[src/rtl/rtdc_pkg.sv]
// rtdc_pkg: shared types and constants for the rtd code to celsius pipeline
// used by every module in rtl; depends on nothing
`default_nettype none

package rtdc_pkg;

  localparam int SENSOR_COUNT = 2;
  localparam int CFG_IDX_W    = 2;
  localparam int CFG_DATA_W   = 32;

  localparam logic [CFG_IDX_W-1:0] REG_REFERENCE  = 2'd0;
  localparam logic [CFG_IDX_W-1:0] REG_READY_MASK = 2'd1;

  localparam logic [16:0] REFERENCE_RESET = 17'd4300;

  localparam int SQRT_STAGES = 30;

  // resistance window in units of 1/327680 ohm
  localparam logic [32:0] P_MIN = 33'd3276800;
  localparam logic [32:0] P_MAX = 33'd163840000;

  // discriminant scaled by 4096e14
  localparam logic [43:0] E_OFFSET = 44'd7202737721344;
  localparam logic [42:0] E_COEF   = 43'd28875;

  localparam logic [30:0] ROOT_OFFSET = 31'd640335872;
  localparam logic [41:0] HALF_DEN    = 42'd118272;
  // ceil(2^39 / 231), exact for quotients of values below 2^31
  localparam logic [62:0] RECIP_231   = 63'd2379895299;

  localparam logic signed [24:0] TEMP_MIN = -25'sd30000;
  localparam logic signed [24:0] TEMP_MAX = 25'sd150000;

  typedef enum logic [2:0] {
    ST_OK        = 3'd0,
    ST_NOT_READY = 3'd1,
    ST_FAULT     = 3'd2,
    ST_ZERO      = 3'd3,
    ST_RANGE     = 3'd4
  } rtdc_status_t;

  typedef struct packed {
    rtdc_status_t status;
    logic [59:0]  rad;
    logic [31:0]  rem;
    logic [29:0]  root;
  } sq_t;

endpackage

`default_nettype wire

[src/rtl/rtdc_front.sv]
// rtdc_front: status checks, resistance product and discriminant stages
// depends on rtdc_pkg
`default_nettype none

module rtdc_front (
  input  wire logic        clk,
  input  wire logic        ld_a,
  input  wire logic        ld_b,
  input  wire logic        in_sensor_number,
  input  wire logic [7:0]  in_fault_byte,
  input  wire logic [15:0] in_rtd_code,
  input  wire logic [16:0] reference_r,
  input  wire logic [1:0]  ready_mask_r,
  output rtdc_pkg::sq_t    cell_o
);
  import rtdc_pkg::*;

  rtdc_status_t status_a_nxt, status_a_r;
  logic [32:0]  p_full;
  logic [32:0]  p_a_r;
  logic [42:0]  prod_b;
  logic [43:0]  e_b;
  sq_t          cell_nxt, cell_r;

  assign p_full = 33'(in_rtd_code) * 33'(reference_r);

  always_comb begin
    if (32'(in_sensor_number) >= SENSOR_COUNT || !ready_mask_r[in_sensor_number]) begin
      status_a_nxt = ST_NOT_READY;
    end else if (in_fault_byte != 8'd0) begin
      status_a_nxt = ST_FAULT;
    end else if (in_rtd_code == 16'd0) begin
      status_a_nxt = ST_ZERO;
    end else if (p_full < P_MIN || p_full > P_MAX) begin
      status_a_nxt = ST_RANGE;
    end else begin
      status_a_nxt = ST_OK;
    end
  end

  always_ff @(posedge clk) begin
    if (ld_a) begin
      status_a_r <= status_a_nxt;
      p_a_r      <= p_full;
    end
  end

  assign prod_b = E_COEF * 43'(p_a_r[27:0]);
  assign e_b    = E_OFFSET - 44'(prod_b);

  always_comb begin
    cell_nxt.status = status_a_r;
    cell_nxt.rad    = {1'b0, e_b[42:0], 16'd0};
    cell_nxt.rem    = 32'd0;
    cell_nxt.root   = 30'd0;
  end

  always_ff @(posedge clk) begin
    if (ld_b) begin
      cell_r <= cell_nxt;
    end
  end

  assign cell_o = cell_r;

endmodule

`default_nettype wire

[config.mk]
export PLATFORM = sky130hd
export DESIGN_NAME = rtdc_front
export DESIGN_NICKNAME = d
export VERILOG_FILES = /design/src/rtl/rtdc_pkg.sv /design/src/rtl/rtdc_front.sv
export SDC_FILE = /design/constraint.sdc
export NUM_CORES = 1
export LEC_CHECK = 0
export BUFFER_PORTS_ARGS = -buffer_cell sky130_fd_sc_hd__buf_2
export CAP_MARGIN = 20
export CORE_MARGIN = 3
export CORE_UTILIZATION = 30
export CTS_CLUSTER_DIAMETER = 150
export DETAILED_ROUTE_END_ITERATION = 12
export GPL_TIMING_DRIVEN = 0
export PLACE_DENSITY_LB_ADDON = 0.3
export RECOVER_POWER = 100
export SLEW_MARGIN = 20
export SYNTH_ARGS = -nofsm -noshare
export SYNTH_HDL_FRONTEND = slang
export SYNTH_SLANG_ARGS = --single-unit
[constraint.sdc]
create_clock -name clk -period 15 [get_ports clk]
set_input_delay 3 -clock clk [delete_from_list [all_inputs] [get_ports clk]]
set_output_delay 3 -clock clk [all_outputs]
set_load 0.05 [all_outputs]
==> impl_metrics.ini <==
[drt]
viasPerCell = 4.42
vias = 14700
wl_um = 50800
antenna_left = 0
wl_per_cell_um = 15.3
drtPass1Iterations = 5
drc = 0
drt_iter0_drc = 620

[synthesis]
yosysWarnings = 0
synth_area_per_cell_um2 = 9.52
async_reset_ff_share_pct = 0
syn_inst = 2208
synth_cell_type_count = 72
synth_area_leaders = fa_1 (34%), ha_1 (20%), edfxtp_1 (11%)
synth-edff-count = 77
synth_area_um2 = 21000
synth_top_area_share_pct = 33.8
yosysTopAreaCell = fa_1
yosysSeqAreaShare_pct = 11.0
synth_ff_type = edfxtp_1
ys_ff_latch = 77

[grt]
track_usage_pct = 14.2
grt_max_degree = 47
grt_pass1_vias = 16000
grt_overflow = 0
grt_pass1_wl_um = 83700
grt_antenna_before_repair = 5

[critical_path]
crit_required_ns = 15.08
critPathCaptureType = flip-flop
worstPathArrival_ns = 10.66
cp-start-kind = input pin
crit_type = in -> reg
reg2reg_slack_ns = 7.96
crit_fanout = 10

[die]
die_h_um = 271
placementRows = 96
die-area_um2 = 73300
core_area_um2 = 69100
start_util_pct = 30.4
fp.dieW_um = 271
num_io_pins = 172

[sta]
fmax_ghz = 0.0945
relSlewSlack_pct = -70.6
min_period_ns = 10.58
maxSlewViolCount = 79
tightest_slew_ns = 2.56
finalCritPeriodShare_pct = 70.5
tns_ns = 0
finalHoldViolations = 0
rsz0062_at_grt = false
fin_skew_ns = 0.00687
setup_viol = 0

[cts]
post_cts_buffers = 0
cts_buffer_depth = 2
cts-root-buf = clkbuf_16
holdBufCountCts = 0
clock_latency_ns = 0.36
numClockSinks = 77
cts-resized-gates = 0
cts_tree = built
htree_levels = 3
cts_buffers = 9
path_clk_slew_ns = 0.06

[place]
place.gp.congestion = 0.848
port_buffers = 89
place_hpwl_um = 43900

[finish]
drive_above_1_share_pct = 6.23
area_delta_synth_final_pct = 10.1
nNetsFinal = 3125
fillers = 7141

[hold_path]
hp-class = reg -> reg

[job]
cap_viol_max_count = 2

[run_status]
violations = capacitance limit, slew limit
status = complete, but fails checks
-- cell usage after synthesis (all sizes together), types with 3 or more instances --
cell type and number:
buf 84, a311oi 4, nand2b 11, and3 9, a31oi 8, o21bai 5, xor2 22, fa 355
nor4 8, o21ai 40, or2 5, nand2 178, nor2 46, nand4 16, nand3 19, or3 8
a211oi 11, edfxtp 77, and2 145, o21a 12, ha 337, a211o 3, nor3 17, a21oi 63
o31ai 3, inv 525, a2111oi 3, o211a 3, o211ai 8, o311ai 6, a21o 37, xnor2 38
nor3b 4, nor2b 9, clkbuf 47
-- cell usage in the layout (no fill, tap or decap), drive strengths merged, types with 5 or more instances in the layout --
master  count
or2         5
and3        9
nand4      16
nor2       46
nand3      19
and2      145
o21ai      40
nor3       17
a31oi       8
fa        355
buf       121
inv       525
a211oi     11
nor2b       9
o21bai      5
o311ai      6
xnor2      38
a21oi      63
edfxtp     77
xor2       22
or3         8
o211ai      8
nand2b     11
ha        337
o21a       12
clkbuf    109
a21o       37
conb       79
nand2     178
nor4        8
-- registers in the layout (all words and copies together), names as in the netlist --
name,flops
cell_o,46
p_a_r,28
status_a_r,3
-- worst max-delay path, cell delays in order --
cell      delay, ns
clkbuf_1       0.55
clkbuf_1       0.48
nand2_1        0.14
fa_1           0.54
inv_1          0.06
fa_1           0.39
inv_1          0.08
fa_1           0.40
inv_1          0.09
fa_1           0.40
fa_1           0.49
inv_1          0.06
fa_1           0.52
inv_1          0.04
ha_1           0.27
clkbuf_1       0.19
and2_0         0.29
o31a_1         0.33
o21ba_2        0.21
a211oi_1       0.49
or3b_1         0.41
o41a_1         0.42
o2111a_1       0.26
o311ai_0       0.33
o211ai_1       0.19
-- logic make-up (layout without fill, tap and decap cells) --
family | count (synthesis) | count (layout) | share of synthesized area (%)
AO/OA/AOI/OAI | 231 | 231 | 7.50
flip-flops | 77 | 77 | 11.0
other | 1 | 81 | 0.0178
buffers and inverters | 656 | 761 | 13.2
XOR/XNOR | 60 | 60 | 2.50
AND/OR/NAND/NOR | 488 | 488 | 11.8
multiplexers | 3 | 3 | 0.149
adder cells (fa/ha/maj) | 692 | 692 | 53.8
-- routing by layer --
metal,vias up,GRT usage (%),routed length (µm)
met5,-,0,27
met3,68,1.95,2130
met2,274,24.6,24800
li1,7117,-,-
met4,4,4.06,1110
met1,7232,18.6,22800
-- final timing paths --
kind                                startpoint            end  depth (start not counted)
worst max-delay path            in_rtd_code[8]  status_a_r[2]                         25
worst min-delay path             status_a_r[0]    cell_o[122]                          0
worst max register to register        p_a_r[0]    cell_o[120]                         19
worst min register to register   status_a_r[0]    cell_o[122]                          0
-- metrics by stage --
step                instances  area (µm²)  hold slack [ns]  setup WS, ns  util, %
floorplan                2286       21300            0.400          5.55        -
global placement         3306       22900            0.404          4.45     33.2
detailed placement       3306       22900            0.406          4.42     33.2
CTS                      3322       23200            0.422          4.83     33.6
global route             3323       23200            0.431          3.93     33.5
finish                   3324       23200            0.419          4.42     33.5
-- final cells by class --
class / instances / area [µm²] / area share [%]
Sequential cell: 77 / 2310 / 9.98
Timing Repair Buffer: 89 / 384 / 1.66
Multi-Input combinational cell: 1553 / 16200 / 70.0
Clock inverter: 6 / 77.6 / 0.335
Clock buffer: 10 / 229 / 0.989
Tap cell: 931 / 1160 / 5.03
Inverter: 525 / 1970 / 8.51
Buffer: 131 / 795 / 3.43
Antenna cell: 2 / 5.00 / 0.0216
Power is not shown: default switching activity piles up to over one toggle a cycle in this logic, so the estimate is an artifact.
