--- config.mk ---
export PLATFORM = sky130hd
export DESIGN_NAME = rtdc_back
export DESIGN_NICKNAME = d
export VERILOG_FILES = /design/src/rtl/rtdc_pkg.sv /design/src/rtl/rtdc_back.sv
export SDC_FILE = /design/constraint.sdc
export NUM_CORES = 2
export LEC_CHECK = 0
export BUFFER_PORTS_ARGS = -buffer_cell sky130_fd_sc_hd__buf_2
export CAP_MARGIN = 40
export CORE_ASPECT_RATIO = 1.75
export CORE_MARGIN = 2
export CORE_UTILIZATION = 55
export CTS_CLUSTER_DIAMETER = 150
export DETAILED_ROUTE_END_ITERATION = 6
export HOLD_SLACK_MARGIN = 0.12
export PLACE_DENSITY = 0.84
export SYNTH_ARGS = -nofsm -noshare
export SYNTH_HDL_FRONTEND = slang
export SYNTH_SLANG_ARGS = --single-unit
--- constraint.sdc ---
create_clock -name clk -period 10.2 [get_ports clk]
set_clock_uncertainty 0.2 [all_clocks]
set_input_delay 0.51 -clock clk [delete_from_list [all_inputs] [get_ports clk]]
set_output_delay 0.51 -clock clk [all_outputs]
set_load 0.1 [all_outputs]
--- src/rtl/rtdc_pkg.sv ---
// rtdc_pkg: shared types and constants for the rtd code to celsius pipeline
// used by every module in rtl; depends on nothing
`default_nettype none

package rtdc_pkg;

  localparam int SENSOR_COUNT = 2;
  localparam int CFG_IDX_W    = 2;
  localparam int CFG_DATA_W   = 32;

  localparam logic [CFG_IDX_W-1:0] REG_REFERENCE  = 2'd0;
  localparam logic [CFG_IDX_W-1:0] REG_READY_MASK = 2'd1;

  localparam logic [16:0] REFERENCE_RESET = 17'd4300;

  localparam int SQRT_STAGES = 30;

  // resistance window in units of 1/327680 ohm
  localparam logic [32:0] P_MIN = 33'd3276800;
  localparam logic [32:0] P_MAX = 33'd163840000;

  // discriminant scaled by 4096e14
  localparam logic [43:0] E_OFFSET = 44'd7202737721344;
  localparam logic [42:0] E_COEF   = 43'd28875;

  localparam logic [30:0] ROOT_OFFSET = 31'd640335872;
  localparam logic [41:0] HALF_DEN    = 42'd118272;
  // ceil(2^39 / 231), exact for quotients of values below 2^31
  localparam logic [62:0] RECIP_231   = 63'd2379895299;

  localparam logic signed [24:0] TEMP_MIN = -25'sd30000;
  localparam logic signed [24:0] TEMP_MAX = 25'sd150000;

  typedef enum logic [2:0] {
    ST_OK        = 3'd0,
    ST_NOT_READY = 3'd1,
    ST_FAULT     = 3'd2,
    ST_ZERO      = 3'd3,
    ST_RANGE     = 3'd4
  } rtdc_status_t;

  typedef struct packed {
    rtdc_status_t status;
    logic [59:0]  rad;
    logic [31:0]  rem;
    logic [29:0]  root;
  } sq_t;

endpackage

`default_nettype wire

--- src/rtl/rtdc_back.sv ---
// rtdc_back: root to hundredths of a degree, rounding, clamp, result register
// depends on rtdc_pkg
`default_nettype none

module rtdc_back (
  input  wire logic         clk,
  input  wire logic         ld_c,
  input  wire logic         ld_d,
  input  wire logic         ld_e,
  input  wire logic         ld_f,
  input  rtdc_pkg::sq_t     cell_i,
  output logic [2:0]        status_o,
  output logic signed [18:0] temp_o,
  output logic              clear_o
);
  import rtdc_pkg::*;

  logic signed [30:0] d_c;
  logic signed [40:0] num_c;
  logic signed [40:0] num_r;
  rtdc_status_t       status_c_r, status_d_r, status_e_r, status_f_r;
  logic [40:0]        mag_d;
  logic [41:0]        n_d;
  logic [30:0]        m_r;
  logic               neg_d_r, neg_e_r;
  logic [62:0]        prod_e;
  logic [62:0]        prod_r;
  logic signed [24:0] q_f;
  logic signed [24:0] t_f;
  logic signed [24:0] t_nxt;
  logic signed [18:0] temp_r;

  assign d_c   = signed'(ROOT_OFFSET - {1'b0, cell_i.root});
  assign num_c = 41'(d_c) * 41'sd125;

  always_ff @(posedge clk) begin
    if (ld_c) begin
      num_r      <= num_c;
      status_c_r <= cell_i.status;
    end
  end

  assign mag_d = num_r[40] ? 41'(-num_r) : num_r;
  assign n_d   = 42'(mag_d) + HALF_DEN;

  always_ff @(posedge clk) begin
    if (ld_d) begin
      m_r        <= n_d[40:10];
      neg_d_r    <= num_r[40];
      status_d_r <= status_c_r;
    end
  end

  assign prod_e = 63'(m_r) * RECIP_231;

  always_ff @(posedge clk) begin
    if (ld_e) begin
      prod_r     <= prod_e;
      neg_e_r    <= neg_d_r;
      status_e_r <= status_d_r;
    end
  end

  assign q_f = signed'({1'b0, prod_r[62:39]});
  assign t_f = neg_e_r ? -q_f : q_f;

  always_comb begin
    if (status_e_r != ST_OK) begin
      t_nxt = 25'sd0;
    end else if (t_f < TEMP_MIN) begin
      t_nxt = TEMP_MIN;
    end else if (t_f > TEMP_MAX) begin
      t_nxt = TEMP_MAX;
    end else begin
      t_nxt = t_f;
    end
  end

  always_ff @(posedge clk) begin
    if (ld_f) begin
      temp_r     <= t_nxt[18:0];
      status_f_r <= status_e_r;
    end
  end

  assign status_o = status_f_r;
  assign temp_o   = temp_r;
  assign clear_o  = (status_f_r == ST_FAULT);

endmodule

`default_nettype wire

==> run_results.csv <==
group,metric,value,unit
run_status,run_status,"finished clean",
final_layout,mostFrequentLayoutCells,"673 x inv_1, 476 x ha_1, 425 x fa_1",
route,drt_pass1_iterations,7,
die,floorplan.die_area,0.0511,mm²
clocking,numCtsBuffers,17,
logic_synthesis,synth_cells,2651,
route,vias,19700,
timing,max-slew-margin-rel,0.391,
route,route.antenna.remaining_nets,0,
clocking,h-tree-depth,4,
timing,maxSlewViolCount,0,
timing,timing.final.ws_setup,1.35,ns
clocking,ctsLongestPathBuffers,2,
logic_synthesis,synth_enable_flop_cells,127,
logic_synthesis,avgSynthCellArea,10.2,µm²
logic_synthesis,postSynthRegisterBits,127,
final_layout,insertedDiodeCount,0,
timing,grt_setup_unrepaired,"no",
die,die_w,172,µm
timing,min_period,8.85,ns
timing,setup_tns,0,ns
setup_path,worst-endpoint-arrival,8.85,ns
clocking,postCtsHoldBufs,3,
timing,tightestPinTransition,0.891,ns
setup_path,worst-setup-path-type,"reg -> reg",
job,max_cap_viol_count,0,
timing,maxClockFrequency,113,MHz
setup_path,critical_path.most_common_cell,"fa_1",
final_layout,fillCellCount,4009,
final_layout,postLayoutCellArea,0.0287,mm²
final_layout,area_growth,6.08,%
route,wire_per_inst,22.2,µm
route,drc_errors,0,
hold_path,hold_path.class,"in -> reg",
setup_path,slowest_cell_delay_on_critical_path,0.71,ns
setup_path,cp-start-kind,"register",
die,initial_core_util,0.556,
setup_path,worstPathMaxFanout,8,
logic_synthesis,netlist_top_cells_area,"fa_1 31%, ha_1 22%, edfxtp_1 14%",
grt,global_route_wire_length_before_repair,118,mm
logic_synthesis,synth.yosys.warnings,0,
die,row_count,107,
setup_path,critical_path.cell_chain,"inv_1 -> fa_1 -> inv_1 -> fa_1 -> inv_1 -> fa_1 -> inv_1 -> fa_1 -> inv_1 -> fa_1 -> inv_1 -> fa_1 -> fa_1 -> ha_1 -> ha_1 -> a211oi_1 -> o211ai_1 -> a22oi_1 -> a31oi_1 -> nor4_1 -> o311ai_2 -> a2111oi_1 -> o31ai_1 -> xor2_1",
place,place_congestion,1.07,
clocking,clock_latency,0.46,ns
place,setup_slack_after_placement,1.51,ns
timing,timing.final.crit_share,0.868,
final_layout,layout.nets,3740,
route,wl,75.0,mm
logic_synthesis,post_synth_num_cell_types,99,
logic_synthesis,seq_area_frac_synth,0.141,
clocking,postCtsSetupBuffers,0,
place,io_buffers,60,
route,iteration_0_drc_markers,964,
timing,setup_violations,0,
timing,hold_viol,0,
logic_synthesis,async_reset_ff_frac,0,
die,core_area,0.0487,mm²
place,post-dp-hpwl,63.5,mm
grt,global_route.overflow_total,0,
grt,grt_antenna_before_repair,1,
logic_synthesis,post_synth_instance_area,0.0271,mm²
clocking,cts_resized,0,
final_layout,layout.cells.most_common,"inv_1",
die,ioPinCount,153,
clocking,clockRootBuffer,"clkbuf_16",
setup_path,critPathCaptureType,"register",
grt,grt_pass1_vias,22100,
setup_path,worst_ep_required_time,10.19,ns
grt,gr-usage-all-layers,0.308,
setup_path,critPathSlowestCell,"nor4_1",
final_layout,layout-drive-gt1-share,0.0570,
logic_synthesis,synth_flop_cell,"edfxtp_1",
die,die_h,298,µm
clocking,cts_tree,"built",
setup_path,reg2reg_slack,1.35,ns
grt,grt_start_max_net_pins,40,
clocking,cts_sinks,127,
clocking,cts.clk_slew.worst_paths,0.08,ns
logic_synthesis,synth_largest_area_cell,"fa_1",
place,area_of_placed_instances,0.0282,mm²
route,dr_vias_cell,5.83,
logic_synthesis,top_area_cell_type_share_of_the_netlist_area,0.314,
==> worst max-delay path, delay by kind of cell (launching register included) <==
| kind | cells | cell delay [ns] |
|---|---|---|
| AOI/OAI and AO/OA | 7 | 1.95 |
| xor gates and xnor gates | 1 | 0.16 |
| adders and majority gates | 9 | 4.42 |
| buffers and inverters | 6 | 0.44 |
| DFF | 1 | 0.70 |
| and+or+nand+nor | 1 | 0.71 |
==> worst paths after layout <==
check,startpoint,to,cells past startpoint
worst min-delay path,ld_d,m_r[23],1
worst min register to register,status_d_r[2],status_e_r[2],0
worst max register to register,m_r[13],prod_r[57],24
worst max-delay path,m_r[13],prod_r[57],24
==> cell type report <==
class | count | area, µm² | share of cell area
Timing Repair Buffer | 74 | 445 | 0.0155
Multi-Input combinational cell | 1814 | 20600 | 0.717
Clock buffer | 17 | 425 | 0.0148
Clock inverter | 14 | 109 | 0.00379
Sequential cell | 127 | 3810 | 0.133
Tap cell | 654 | 818 | 0.0285
Inverter | 675 | 2530 | 0.0881
==> registers in the layout, indices dropped and copies added (netlist names) <==
name	count
num_r	39
m_r	31
prod_r	24
temp_o	19
status_c_r	3
status_d_r	3
status_e_r	3
status_o	3
neg_d_r	1
neg_e_r	1
==> cell families after synthesis <==
| group | after synthesis | synth area share |
|---|---|---|
| other | 1 | 0.000138 |
| XOR/XNOR | 145 | 0.0476 |
| buffers and inverters | 711 | 0.0992 |
| adder cells (fa/ha/maj) | 902 | 0.534 |
| AO/OA/AOI/OAI | 385 | 0.0972 |
| flip-flops | 127 | 0.141 |
| AND/OR/NAND/NOR | 373 | 0.0784 |
| multiplexers | 7 | 0.00263 |
==> layer usage <==
metal  routed length (µm)  GRT usage  vias up
li1                     -          -     8809
met1                22200      0.269     9762
met2                41000      0.572      713
met3                 3480     0.0591      389
met4                 8420      0.283        2
met5                   11          0        -
==> synth_stat cells, drive strengths merged, types with 8 or more instances <==
| master | instances |
|---|---|
| o21ai | 67 |
| xnor2 | 91 |
| a31oi | 18 |
| buf | 12 |
| o21a | 28 |
| ha | 476 |
| and3 | 8 |
| and2 | 15 |
| o21bai | 11 |
| a41oi | 8 |
| a21o | 53 |
| a2111oi | 8 |
| o31ai | 11 |
| nand4 | 19 |
| nand3 | 30 |
| edfxtp | 127 |
| a21oi | 101 |
| nand2 | 68 |
| nor2b | 11 |
| nand2b | 12 |
| and4 | 10 |
| fa | 425 |
| inv | 673 |
| a211oi | 10 |
| clkbuf | 24 |
| xor2 | 54 |
| o211ai | 11 |
| or4 | 8 |
| nor4 | 17 |
| nor2 | 94 |
| nor3 | 35 |
| or2 | 13 |
| or3 | 15 |
==> per-stage QoR <==
step	cells	utilization	hold slack [ns]
2_1_floorplan	2652	-	0.200
3_3_place_gp	3338	0.577	0.205
3_5_place_dp	3341	0.578	0.209
4_1_cts	3375	0.590	0.174
5_1_grt	3375	0.590	0.179
6_report	3375	0.590	0.176
Power is not shown: default switching activity piles up to over one toggle a cycle in this logic, so the estimate is an artifact.
