`src/rtl/rtdc_pkg.sv`:
```
// rtdc_pkg: shared types and constants for the rtd code to celsius pipeline
// used by every module in rtl; depends on nothing
`default_nettype none

package rtdc_pkg;

  localparam int SENSOR_COUNT = 2;
  localparam int CFG_IDX_W    = 2;
  localparam int CFG_DATA_W   = 32;

  localparam logic [CFG_IDX_W-1:0] REG_REFERENCE  = 2'd0;
  localparam logic [CFG_IDX_W-1:0] REG_READY_MASK = 2'd1;

  localparam logic [16:0] REFERENCE_RESET = 17'd4300;

  localparam int SQRT_STAGES = 30;

  // resistance window in units of 1/327680 ohm
  localparam logic [32:0] P_MIN = 33'd3276800;
  localparam logic [32:0] P_MAX = 33'd163840000;

  // discriminant scaled by 4096e14
  localparam logic [43:0] E_OFFSET = 44'd7202737721344;
  localparam logic [42:0] E_COEF   = 43'd28875;

  localparam logic [30:0] ROOT_OFFSET = 31'd640335872;
  localparam logic [41:0] HALF_DEN    = 42'd118272;
  // ceil(2^39 / 231), exact for quotients of values below 2^31
  localparam logic [62:0] RECIP_231   = 63'd2379895299;

  localparam logic signed [24:0] TEMP_MIN = -25'sd30000;
  localparam logic signed [24:0] TEMP_MAX = 25'sd150000;

  typedef enum logic [2:0] {
    ST_OK        = 3'd0,
    ST_NOT_READY = 3'd1,
    ST_FAULT     = 3'd2,
    ST_ZERO      = 3'd3,
    ST_RANGE     = 3'd4
  } rtdc_status_t;

  typedef struct packed {
    rtdc_status_t status;
    logic [59:0]  rad;
    logic [31:0]  rem;
    logic [29:0]  root;
  } sq_t;

endpackage

`default_nettype wire

```
`src/rtl/rtdc_sqrt_cell.sv`:
```
// rtdc_sqrt_cell: one restoring square root step, one root bit per cell
// depends on rtdc_pkg
`default_nettype none

module rtdc_sqrt_cell (
  input  wire logic     clk,
  input  wire logic     ld,
  input  rtdc_pkg::sq_t cell_i,
  output rtdc_pkg::sq_t cell_o
);
  import rtdc_pkg::*;

  logic [33:0] r2;
  logic [33:0] trial;
  sq_t         cell_nxt, cell_r;

  assign r2    = {cell_i.rem, cell_i.rad[59:58]};
  assign trial = {2'b00, cell_i.root, 2'b01};

  always_comb begin
    cell_nxt.status = cell_i.status;
    cell_nxt.rad    = {cell_i.rad[57:0], 2'b00};
    if (r2 >= trial) begin
      cell_nxt.rem  = 32'(r2 - trial);
      cell_nxt.root = {cell_i.root[28:0], 1'b1};
    end else begin
      cell_nxt.rem  = r2[31:0];
      cell_nxt.root = {cell_i.root[28:0], 1'b0};
    end
  end

  always_ff @(posedge clk) begin
    if (ld) begin
      cell_r <= cell_nxt;
    end
  end

  assign cell_o = cell_r;

endmodule

`default_nettype wire

```
`config.mk`:
```
export PLATFORM = sky130hd
export DESIGN_NAME = rtdc_sqrt_cell
export DESIGN_NICKNAME = d
export VERILOG_FILES = /design/src/rtl/rtdc_pkg.sv /design/src/rtl/rtdc_sqrt_cell.sv
export SDC_FILE = /design/constraint.sdc
export NUM_CORES = 1
export LEC_CHECK = 0
export ABC_AREA = 0
export BUFFER_PORTS_ARGS = -buffer_cell sky130_fd_sc_hd__buf_2
export CAP_MARGIN = 15
export CORE_MARGIN = 3
export CORE_UTILIZATION = 44
export CTS_CLUSTER_SIZE = 16
export DETAILED_ROUTE_END_ITERATION = 10
export PLACE_DENSITY = 0.77
export SYNTH_ARGS = -nofsm -noshare
export SYNTH_HDL_FRONTEND = slang
export SYNTH_SLANG_ARGS = --single-unit
```
`constraint.sdc`:
```
create_clock -name clk -period 2.4 [get_ports clk]
set_input_delay 0.24 -clock clk [delete_from_list [all_inputs] [get_ports clk]]
set_output_delay 0.24 -clock clk [all_outputs]
set_load 0.02 [all_outputs]
```
==> run metrics, run 1 <==
first-pass GRT wire length 26.8 mm; Max Slew Vio Count 0; global route overflow 0; worst ir drop on vdd 515 uV; die height 123 um; Core Area 13300 um2; status finished clean; Final Total Pwr 6.90 mW; Max-Cap Viols 0; CP required 2.56 ns; Setup Crit Path Kind in2reg; H-Tree Depth 4; pin count of the biggest net entering global routing 75; synth warn 0; number of flip-flops under the largest register name 123; mapped cell area 6050 um2; Hold Fails Final Rpt 0; PD cells 730 nW/um2; Tcrit/Tclk final 96.1%; Avg WL per Cell 17.8 um; leading cell types by total area after synthesis edfxtp_1 61%, ha_1 6.6%, mux2_4 6.2%, a21oi_1 3.0%, xnor2_1 2.8%; setup_tns 0 ns; Routed WL 18.3 mm; Bufs on Longest Clock Path 2; prevailing post-synth register cell edfxtp_1; Layout area overhead 56.1%; syn avg cell area 13.8 um2; number of synthesized flops with an enable pin 123; global placement routability congestion 0.837; Yosys reg bits 123; DR DRC count 0; worst path arrival time 2.47 ns; root buffer cell clkbuf_16; row cnt 42; fmax 433 MHz; ratio of cells with drive above 1 in the final layout 47.7%; DP HPWL 12.7 mm; crit end category register; 1st-iter DRT viols 293; Final WS setup 0.0928 ns; Static Leak 4.34 nW; fin util 70.8%; CTS Buf Count 17; die area 15200 um2; Final ANT Viol Nets 0; asr flop ratio synth 0%; DR vias 5120; clk slew on worst S/H paths 0.06 ns; CTS tree yes; critical-path maximum fanout 12; count of boundary I/O pins 252; top cell type's share of synthesized area 61.0%; via density per instance 4.96; clk sinks 123; area leader, netlist edfxtp_1; port buffer count 249; Die Width 123 um; Pre-antenna DRT Iters 4; vias in the first global route 5350; Post-Syn Instances 440; initial antenna violation count 4; Place WS -0.354 ns; Cell variety after synth 54; Final Critical Period 2.31 ns; FILL cells 932; initial core utilization 45.3%; sequential-to-total area share from yosys stat 61.0%; count of final setup violators 0; Net count, final 1001; worst hold path class in2reg; Startpoint Class input pin; GRT Util Overall 23.4%
-- placed cells by master, fill, tap and decap left out, drive strengths merged, types with 3 or more instances in the layout --
| cell | instances |
|---|---|
| buf | 329 |
| edfxtp | 123 |
| dlygate4sd3 | 65 |
| inv | 45 |
| a21oi | 38 |
| ha | 32 |
| mux2 | 28 |
| nand2 | 20 |
| xnor2 | 19 |
| clkbuf | 18 |
| o21ai | 18 |
| xor2 | 10 |
| nor3 | 9 |
| nor2 | 7 |
| o21a | 7 |
| a21o | 7 |
| o211ai | 6 |
| nand4 | 6 |
| clkinv | 6 |
| and3 | 5 |
| nand2b | 4 |
| nand3 | 4 |
| clkinvlp | 4 |
| nor2b | 3 |
| o31ai | 3 |
| o21bai | 3 |
| mux2i | 3 |
| a211oi | 3 |
-- report_power, final --
group / internal, mW / total [mW] / switching [mW]
clock: 1.52 / 2.49 / 0.970
combinational: 0.807 / 1.71 / 0.899
sequential: 2.64 / 2.70 / 0.0618
-- cell usage after synthesis, types with 3 or more instances --
master and number:
o21a_1 7, xor2_1 10, mux2i_1 3, nor2_1 7, clkbuf_1 7, nand3_1 4, nor3_1 9, xnor2_1 19
edfxtp_1 123, ha_1 32, nand4_1 6, inv_1 43, a21o_1 7, o21ai_0 8, nand2b_1 4, o31ai_1 3
nand2_1 20, o21bai_1 3, o211ai_1 6, o21ai_1 9, mux2_4 25, a21oi_1 36, and3_1 5, buf_6 3
mux2_1 3, nor2b_1 3
-- kinds of logic after synthesis --
group / count (synthesis) / synth area share, %
adder cells (fa/ha/maj): 32 / 6.62
AO/OA/AOI/OAI: 100 / 11.1
XOR/XNOR: 29 / 4.20
other: 1 / 0.0620
AND/OR/NAND/NOR: 68 / 5.75
buffers and inverters: 56 / 3.99
multiplexers: 31 / 7.26
flip-flops: 123 / 61.0
-- critical path: stages --
cell       delay [ns]
buf_2            0.11
inv_1            0.05
ha_2             0.36
buf_4            0.14
and4_1           0.18
nand4_1          0.13
nor4_2           0.26
a41oi_2          0.18
a21oi_4          0.27
clkbuf_16        0.24
mux2_4           0.31
-- cell type report --
class | instances | area (um2) | area share (%)
inverters | 43 | 161 | 1.71
flip-flops and latches | 123 | 3690 | 39.1
clock inverters | 14 | 149 | 1.58
diodes | 2 | 5.00 | 0.0530
repair buffers | 395 | 2570 | 27.2
well taps | 176 | 220 | 2.33
multi-input cells | 262 | 2230 | 23.6
clock buffers | 17 | 425 | 4.50
-- path summary, 6_finish.rpt --
check	startpoint	endpoint	slack [ns]	cells after the start
min	cell_i[98]	cell_o[100]$_DFFE_PP_	0.01	1
max	cell_i[15]	cell_o[37]$_DFFE_PP_	0.09	11
-- through the flow --
stage	instances	instance area (um2)	hold slack (ns)
after floorplan	441	6150	0.339
after global placement	933	8170	0.416
after detailed placement	933	8170	0.418
after CTS	1029	9390	0.0000120
after global routing	1032	9450	0.000856
final	1032	9450	0.0147
-- per-layer routing --
metal	vias up	wire length, um	share of wire [%]	track usage, %
met1	2411	6950	38	24.9
li1	2458	-	-	-
met3	41	1430	7.8	7.78
met4	4	513	2.8	8.65
met2	206	9400	51	42.6
met5	-	27	0.15	0
-- repair_timing --
| item | 4_1_cts | 5_1_grt |
|---|---|---|
| endpoints found under the setup margin | 0 | 29 |
| hold buffers | 65 | 0 |
| endpoints found under the hold margin | 65 | 0 |
| buffers inserted | 0 | 0 |
| gates resized for setup | 0 | 5 |
No activity file was read; power rests on OpenSTA's default activity.
==> inputs of run 2 (changes only) <==
--- a/config.mk
+++ b/config.mk
@@ -8,11 +8,12 @@
 export ABC_AREA = 0
 export BUFFER_PORTS_ARGS = -buffer_cell sky130_fd_sc_hd__buf_2
 export CAP_MARGIN = 15
+export CORE_ASPECT_RATIO = 0.5
 export CORE_MARGIN = 3
-export CORE_UTILIZATION = 44
+export CORE_UTILIZATION = 52
 export CTS_CLUSTER_SIZE = 16
 export DETAILED_ROUTE_END_ITERATION = 10
-export PLACE_DENSITY = 0.77
+export PLACE_DENSITY = 0.86
 export SYNTH_ARGS = -nofsm -noshare
 export SYNTH_HDL_FRONTEND = slang
 export SYNTH_SLANG_ARGS = --single-unit
==> constraint.sdc (replaced) <==
create_clock -name clk -period 2.7 [get_ports clk]
set_input_delay 0.27 -clock clk [delete_from_list [all_inputs] [get_ports clk]]
set_output_delay 0.27 -clock clk [all_outputs]
set_load 0.02 [all_outputs]
==> run 2 against run 1 <==
First-iteration DRC count increased by 17%; combinational power is 23% lower; non-clock buffer count down 123; clock power shrank 5%; flip-flop and latch count unchanged; clock-buffer cell count grew 1; global-route usage down 0.79 points; sequential power down 11%; die area fell by 14%; critical endpoint is now cell_o[46]$_DFFE_PP_; highest routed layer is now met4.
==> run metrics, run 2 (synthesis results as in run 1) <==
Final Critical Period 2.34 ns; vias in the first global route 4517; Static Leak 3.81 nW; Core Area 11200 um2; multi-input logic area 2120 um2; Reg area 3690 um2; clk sinks 123; number of flip-flops under the largest register name 123; count of final setup violators 0; CTS tree yes; CTS Buf Count 17; Net count, final 878; DR vias 4628; 1st-iter DRT viols 342; Die Width 159 um; Post-CTS Setup Bufs 0; fmax 428 MHz; clk slew on worst S/H paths 0.06 ns; Non-Filler Instances 891; placed instance count 859; worst hold path class in2reg; Max-Cap Viols 0; DR DRC count 0; initial antenna violation count 0; Least-Margin Pin Slew 0.515 ns; Max Slew Vio Count 0; DP HPWL 11.6 mm; Bufs on Longest Clock Path 2; Worst Setup EP cell_o[46]$_DFFE_PP_; critical-path maximum fanout 16; die area 13000 um2; count of boundary I/O pins 252; global route overflow 0; setup_tns 0 ns; Final Total Pwr 6.06 mW; crit end category register; Pre-antenna DRT Iters 4; GRT Util Overall 22.6%; row cnt 27; most common cell after layout, fill and taps aside buf_2; PostCTS Resize Cnt 0; hold_buf cts 0; global placement routability congestion 0.867; die height 82.3 um; pin count of the biggest net entering global routing 48; Avg WL per Cell 17.1 um; initial core utilization 54.1%; Setup Crit Path Kind in2reg; port buffer count 249; Layout area overhead 36.4%; ratio of cells with drive above 1 in the final layout 45.9%; ant diodes 0; Critical Path Start cell_i[9]; H-Tree Depth 4; PD cells 734 nW/um2; Tcrit/Tclk final 86.5%; FILL cells 754; worst ir drop on vdd 456 uV; Routed WL 15.2 mm; worst path arrival time 2.50 ns; CP required 2.86 ns; Startpoint Class input pin; RSZ-0062 raised after global routing no; most frequent cells in the layout 248 x buf_2, 123 x edfxtp_1, 43 x inv_1, 36 x a21oi_1, 32 x ha_1; via density per instance 5.19; root buffer cell clkbuf_16; Rel. slew slack 65.6%; status finished clean; first-pass GRT wire length 22.8 mm; Final ANT Viol Nets 0; Hold Fails Final Rpt 0
-- run 2: changes by cell type in the layout (fill, tap and decap cells not counted), moves of 2 or more --
cell	delta
dlygate4sd3_1	-65
clkinvlp_4	-3
diode_2	-2
buf_4	-57
ha_1	+7
inv_6	+4
clkinv_2	-2
ha_4	-6
-- run 2: final cells by class --
| cell class | instances | area share [%] |
|---|---|---|
| Sequential cell | 123 | 44.7 |
| Multi-Input combinational cell | 262 | 25.7 |
| Timing Repair Buffer | 272 | 17.8 |
| Clock buffer | 18 | 5.20 |
| Tap cell | 159 | 2.41 |
| Clock inverter | 14 | 2.20 |
| Inverter | 43 | 1.96 |
-- run 2: worst max-delay path, cell delays in order --
cell,delay (ns)
buf_2,0.09
inv_1,0.04
ha_1,0.32
a21o_1,0.19
a221oi_1,0.28
o21ai_1,0.15
a21oi_2,0.16
o21ai_2,0.10
a211oi_4,0.26
a21oi_4,0.12
buf_12,0.19
mux2_4,0.30
-- run 2: worst min path at each step --
stage | from | cells past startpoint | to
final | cell_i[80] | 1 | cell_o[82]$_DFFE_PP_
after global routing | cell_i[106] | 1 | cell_o[108]$_DFFE_PP_
after CTS | cell_i[67] | 1 | cell_o[69]$_DFFE_PP_
after detailed placement | cell_i[86] | 1 | cell_o[88]$_DFFE_PP_
after global placement | cell_i[69] | 1 | cell_o[71]$_DFFE_PP_
after floorplan | cell_i[98] | 0 | cell_o[100]$_DFFE_PP_
-- run 2: report_power, final --
part           internal, mW  switching (mW)
combinational         0.562           0.750
sequential             2.34          0.0443
clock                  1.47           0.888
-- run 2: through the flow --
stage          hold slack, ns  util [%]  setup WS (ns)  area (um2)
2_1_floorplan           0.369         -          0.164        6050
3_3_place_gp            0.446      68.4         0.0605        7640
3_5_place_dp            0.448      68.4        -0.0395        7640
4_1_cts                0.0162      73.8          0.393        8260
5_1_grt                0.0227      73.8          0.215        8260
6_report               0.0277      73.8          0.365        8260
-- run 2: metal layers --
metal	global-route usage, %	vias up	part of all wire, %	wire length (um)
met3	5.26	25	7.7	1160
met2	39.7	209	51	7810
met1	27.4	2186	39	6010
met4	8.93	0	1.6	237
met5	0	-	0	0
li1	-	2208	-	-
==> inputs of run 3 (changes only) <==
--- a/config.mk
+++ b/config.mk
@@ -10,10 +10,12 @@
 export CAP_MARGIN = 15
 export CORE_ASPECT_RATIO = 0.5
 export CORE_MARGIN = 3
-export CORE_UTILIZATION = 52
+export CORE_UTILIZATION = 54
+export CTS_BUF_LIST = sky130_fd_sc_hd__clkbuf_4 sky130_fd_sc_hd__clkbuf_8
 export CTS_CLUSTER_SIZE = 16
 export DETAILED_ROUTE_END_ITERATION = 10
-export PLACE_DENSITY = 0.86
+export MAX_ROUTING_LAYER = met4
+export PLACE_DENSITY = 0.89
 export SYNTH_ARGS = -nofsm -noshare
 export SYNTH_HDL_FRONTEND = slang
 export SYNTH_SLANG_ARGS = --single-unit
==> run 3 against run 2 <==
Maximum frequency fell by 8.3%; flip-flop and latch count unchanged; critical path type unchanged; hold slack got worse by 0.021 ns; largest cell class unchanged.
==> run metrics, run 3 (synthesis results as in run 1) <==
number of flip-flops under the largest register name 123; PostCTS Resize Cnt 0; Startpoint Class input pin; hold_buf cts 43; setup_tns 0 ns; final hold slack 0.00670 ns; DR vias 5483; Avg WL per Cell 22.3 um; count of boundary I/O pins 252; ratio of cells with drive above 1 in the final layout 41.5%; initial core utilization 57.4%; combinational share of power 25.5%; count of final setup violators 0; Final Instance Area 8820 um2; Die Width 156 um; dpl cell area 7600 um2; worst hold path class in2reg; Final Total Pwr 5.78 mW; DP HPWL 12.1 mm; Least-Margin Pin Slew 0.526 ns; Core Area 10500 um2; Hold Fails Final Rpt 0; most common cell after layout, fill and taps aside buf_2; Final WS setup 0.154 ns; critical-path maximum fanout 22; Final ANT Viol Nets 0; Setup Crit Path Kind in2reg; CP Depth 10; fin util 83.6%; pin count of the biggest net entering global routing 52; vias in the first global route 4974; CTS tree yes; global placement routability congestion 0.892; CP cell instances dlygate4sd3_1, buf_2, inv_1, ha_1, and3_1, and3_1, a211oi_4, a21oi_4, buf_12, mux2_4; placed instance count 839; Critical Path Start cell_i[26]; CP required 2.90 ns; Worst Setup EP cell_o[46]$_DFFE_PP_; RSZ-0062 raised after global routing no; DR DRC count 0; CP max stage delay 0.52 ns; Max-Cap Viols 0; Final Critical Period 2.55 ns; port buffer count 249; worst ir drop on vdd 405 uV; Top delay family on crit path buffers and inverters; Place WS -0.126 ns; 1st-iter DRT viols 719; via density per instance 5.78; clk slew on worst S/H paths 0.09 ns; Non-Filler Instances 949; clk sinks 123; Switching Fraction 30.8%; Net count, final 954; crit end category register; Rel. slew slack 64.9%; CTS Buf Count 17; Tcrit/Tclk final 94.3%; initial antenna violation count 1; GRT Util Overall 28.2%; CP max-delay cell dlygate4sd3_1; Int Power 4.00 mW; status finished clean; worst hold stages 1; Max Slew Vio Count 0; fmax 393 MHz; Bufs on Longest Clock Path 2; H-Tree Depth 4; clock network fraction of total power 32.9%; CP most frequent cell and3_1; Pre-antenna DRT Iters 6; global route overflow 0; die height 80.9 um; worst path arrival time 2.75 ns; Switch Pwr 1.78 mW; row cnt 26; Post-CTS Setup Bufs 0; Routed WL 21.1 mm; PD cells 655 nW/um2; first-pass GRT wire length 26.1 mm; Sequential Power Share 41.6%; min-delay src cell_i[4]; die area 12600 um2; Buf+Inv Stages, Crit Path 4; root buffer cell clkbuf_8; Layout area overhead 45.7%; most frequent cells in the layout 248 x buf_2, 123 x edfxtp_1, 77 x dlygate4sd3_1, 43 x inv_1, 36 x a21oi_1; Static Leak 4.05 nW
-- run 3: power by group through the flow --
stage / registers [mW] / logic, mW / clock network (mW)
2_1_floorplan: 2.69 / 0.555 / 0
4_1_cts: 2.39 / 1.37 / 1.86
3_5_place_dp: 2.43 / 1.30 / 0
5_1_grt: 2.42 / 1.54 / 1.98
6_report: 2.40 / 1.47 / 1.90
3_3_place_gp: 2.42 / 1.26 / 0
-- run 3: area by class of cell --
| cell class | count | area, um2 |
|---|---|---|
| Inverter | 43 | 161 |
| Antenna cell | 1 | 2.50 |
| Multi-Input combinational cell | 262 | 2120 |
| Fill cell | 518 | 1720 |
| Clock buffer | 17 | 234 |
| Tap cell | 140 | 175 |
| Timing Repair Buffer | 348 | 2220 |
| Sequential cell | 123 | 3690 |
| Clock inverter | 15 | 208 |
-- run 3: how the worst min path moves through the flow --
stage,end,slack (ns)
finish,cell_o[5]$_DFFE_PP_,0.007
global route,cell_o[5]$_DFFE_PP_,-0.004
CTS,cell_o[84]$_DFFE_PP_,0.0006
detailed placement,cell_o[106]$_DFFE_PP_,0.45
global placement,cell_o[101]$_DFFE_PP_,0.45
floorplan,cell_o[100]$_DFFE_PP_,0.37
-- run 3: metal layers --
layer | share of wire (%) | wire [um] | GRT usage (%)
met3 | 9.1 | 1930 | 7.45
met5 | 0 | 0 | -
met4 | 4.4 | 930 | 11.5
met1 | 35 | 7480 | 32.1
met2 | 51 | 10800 | 48.3
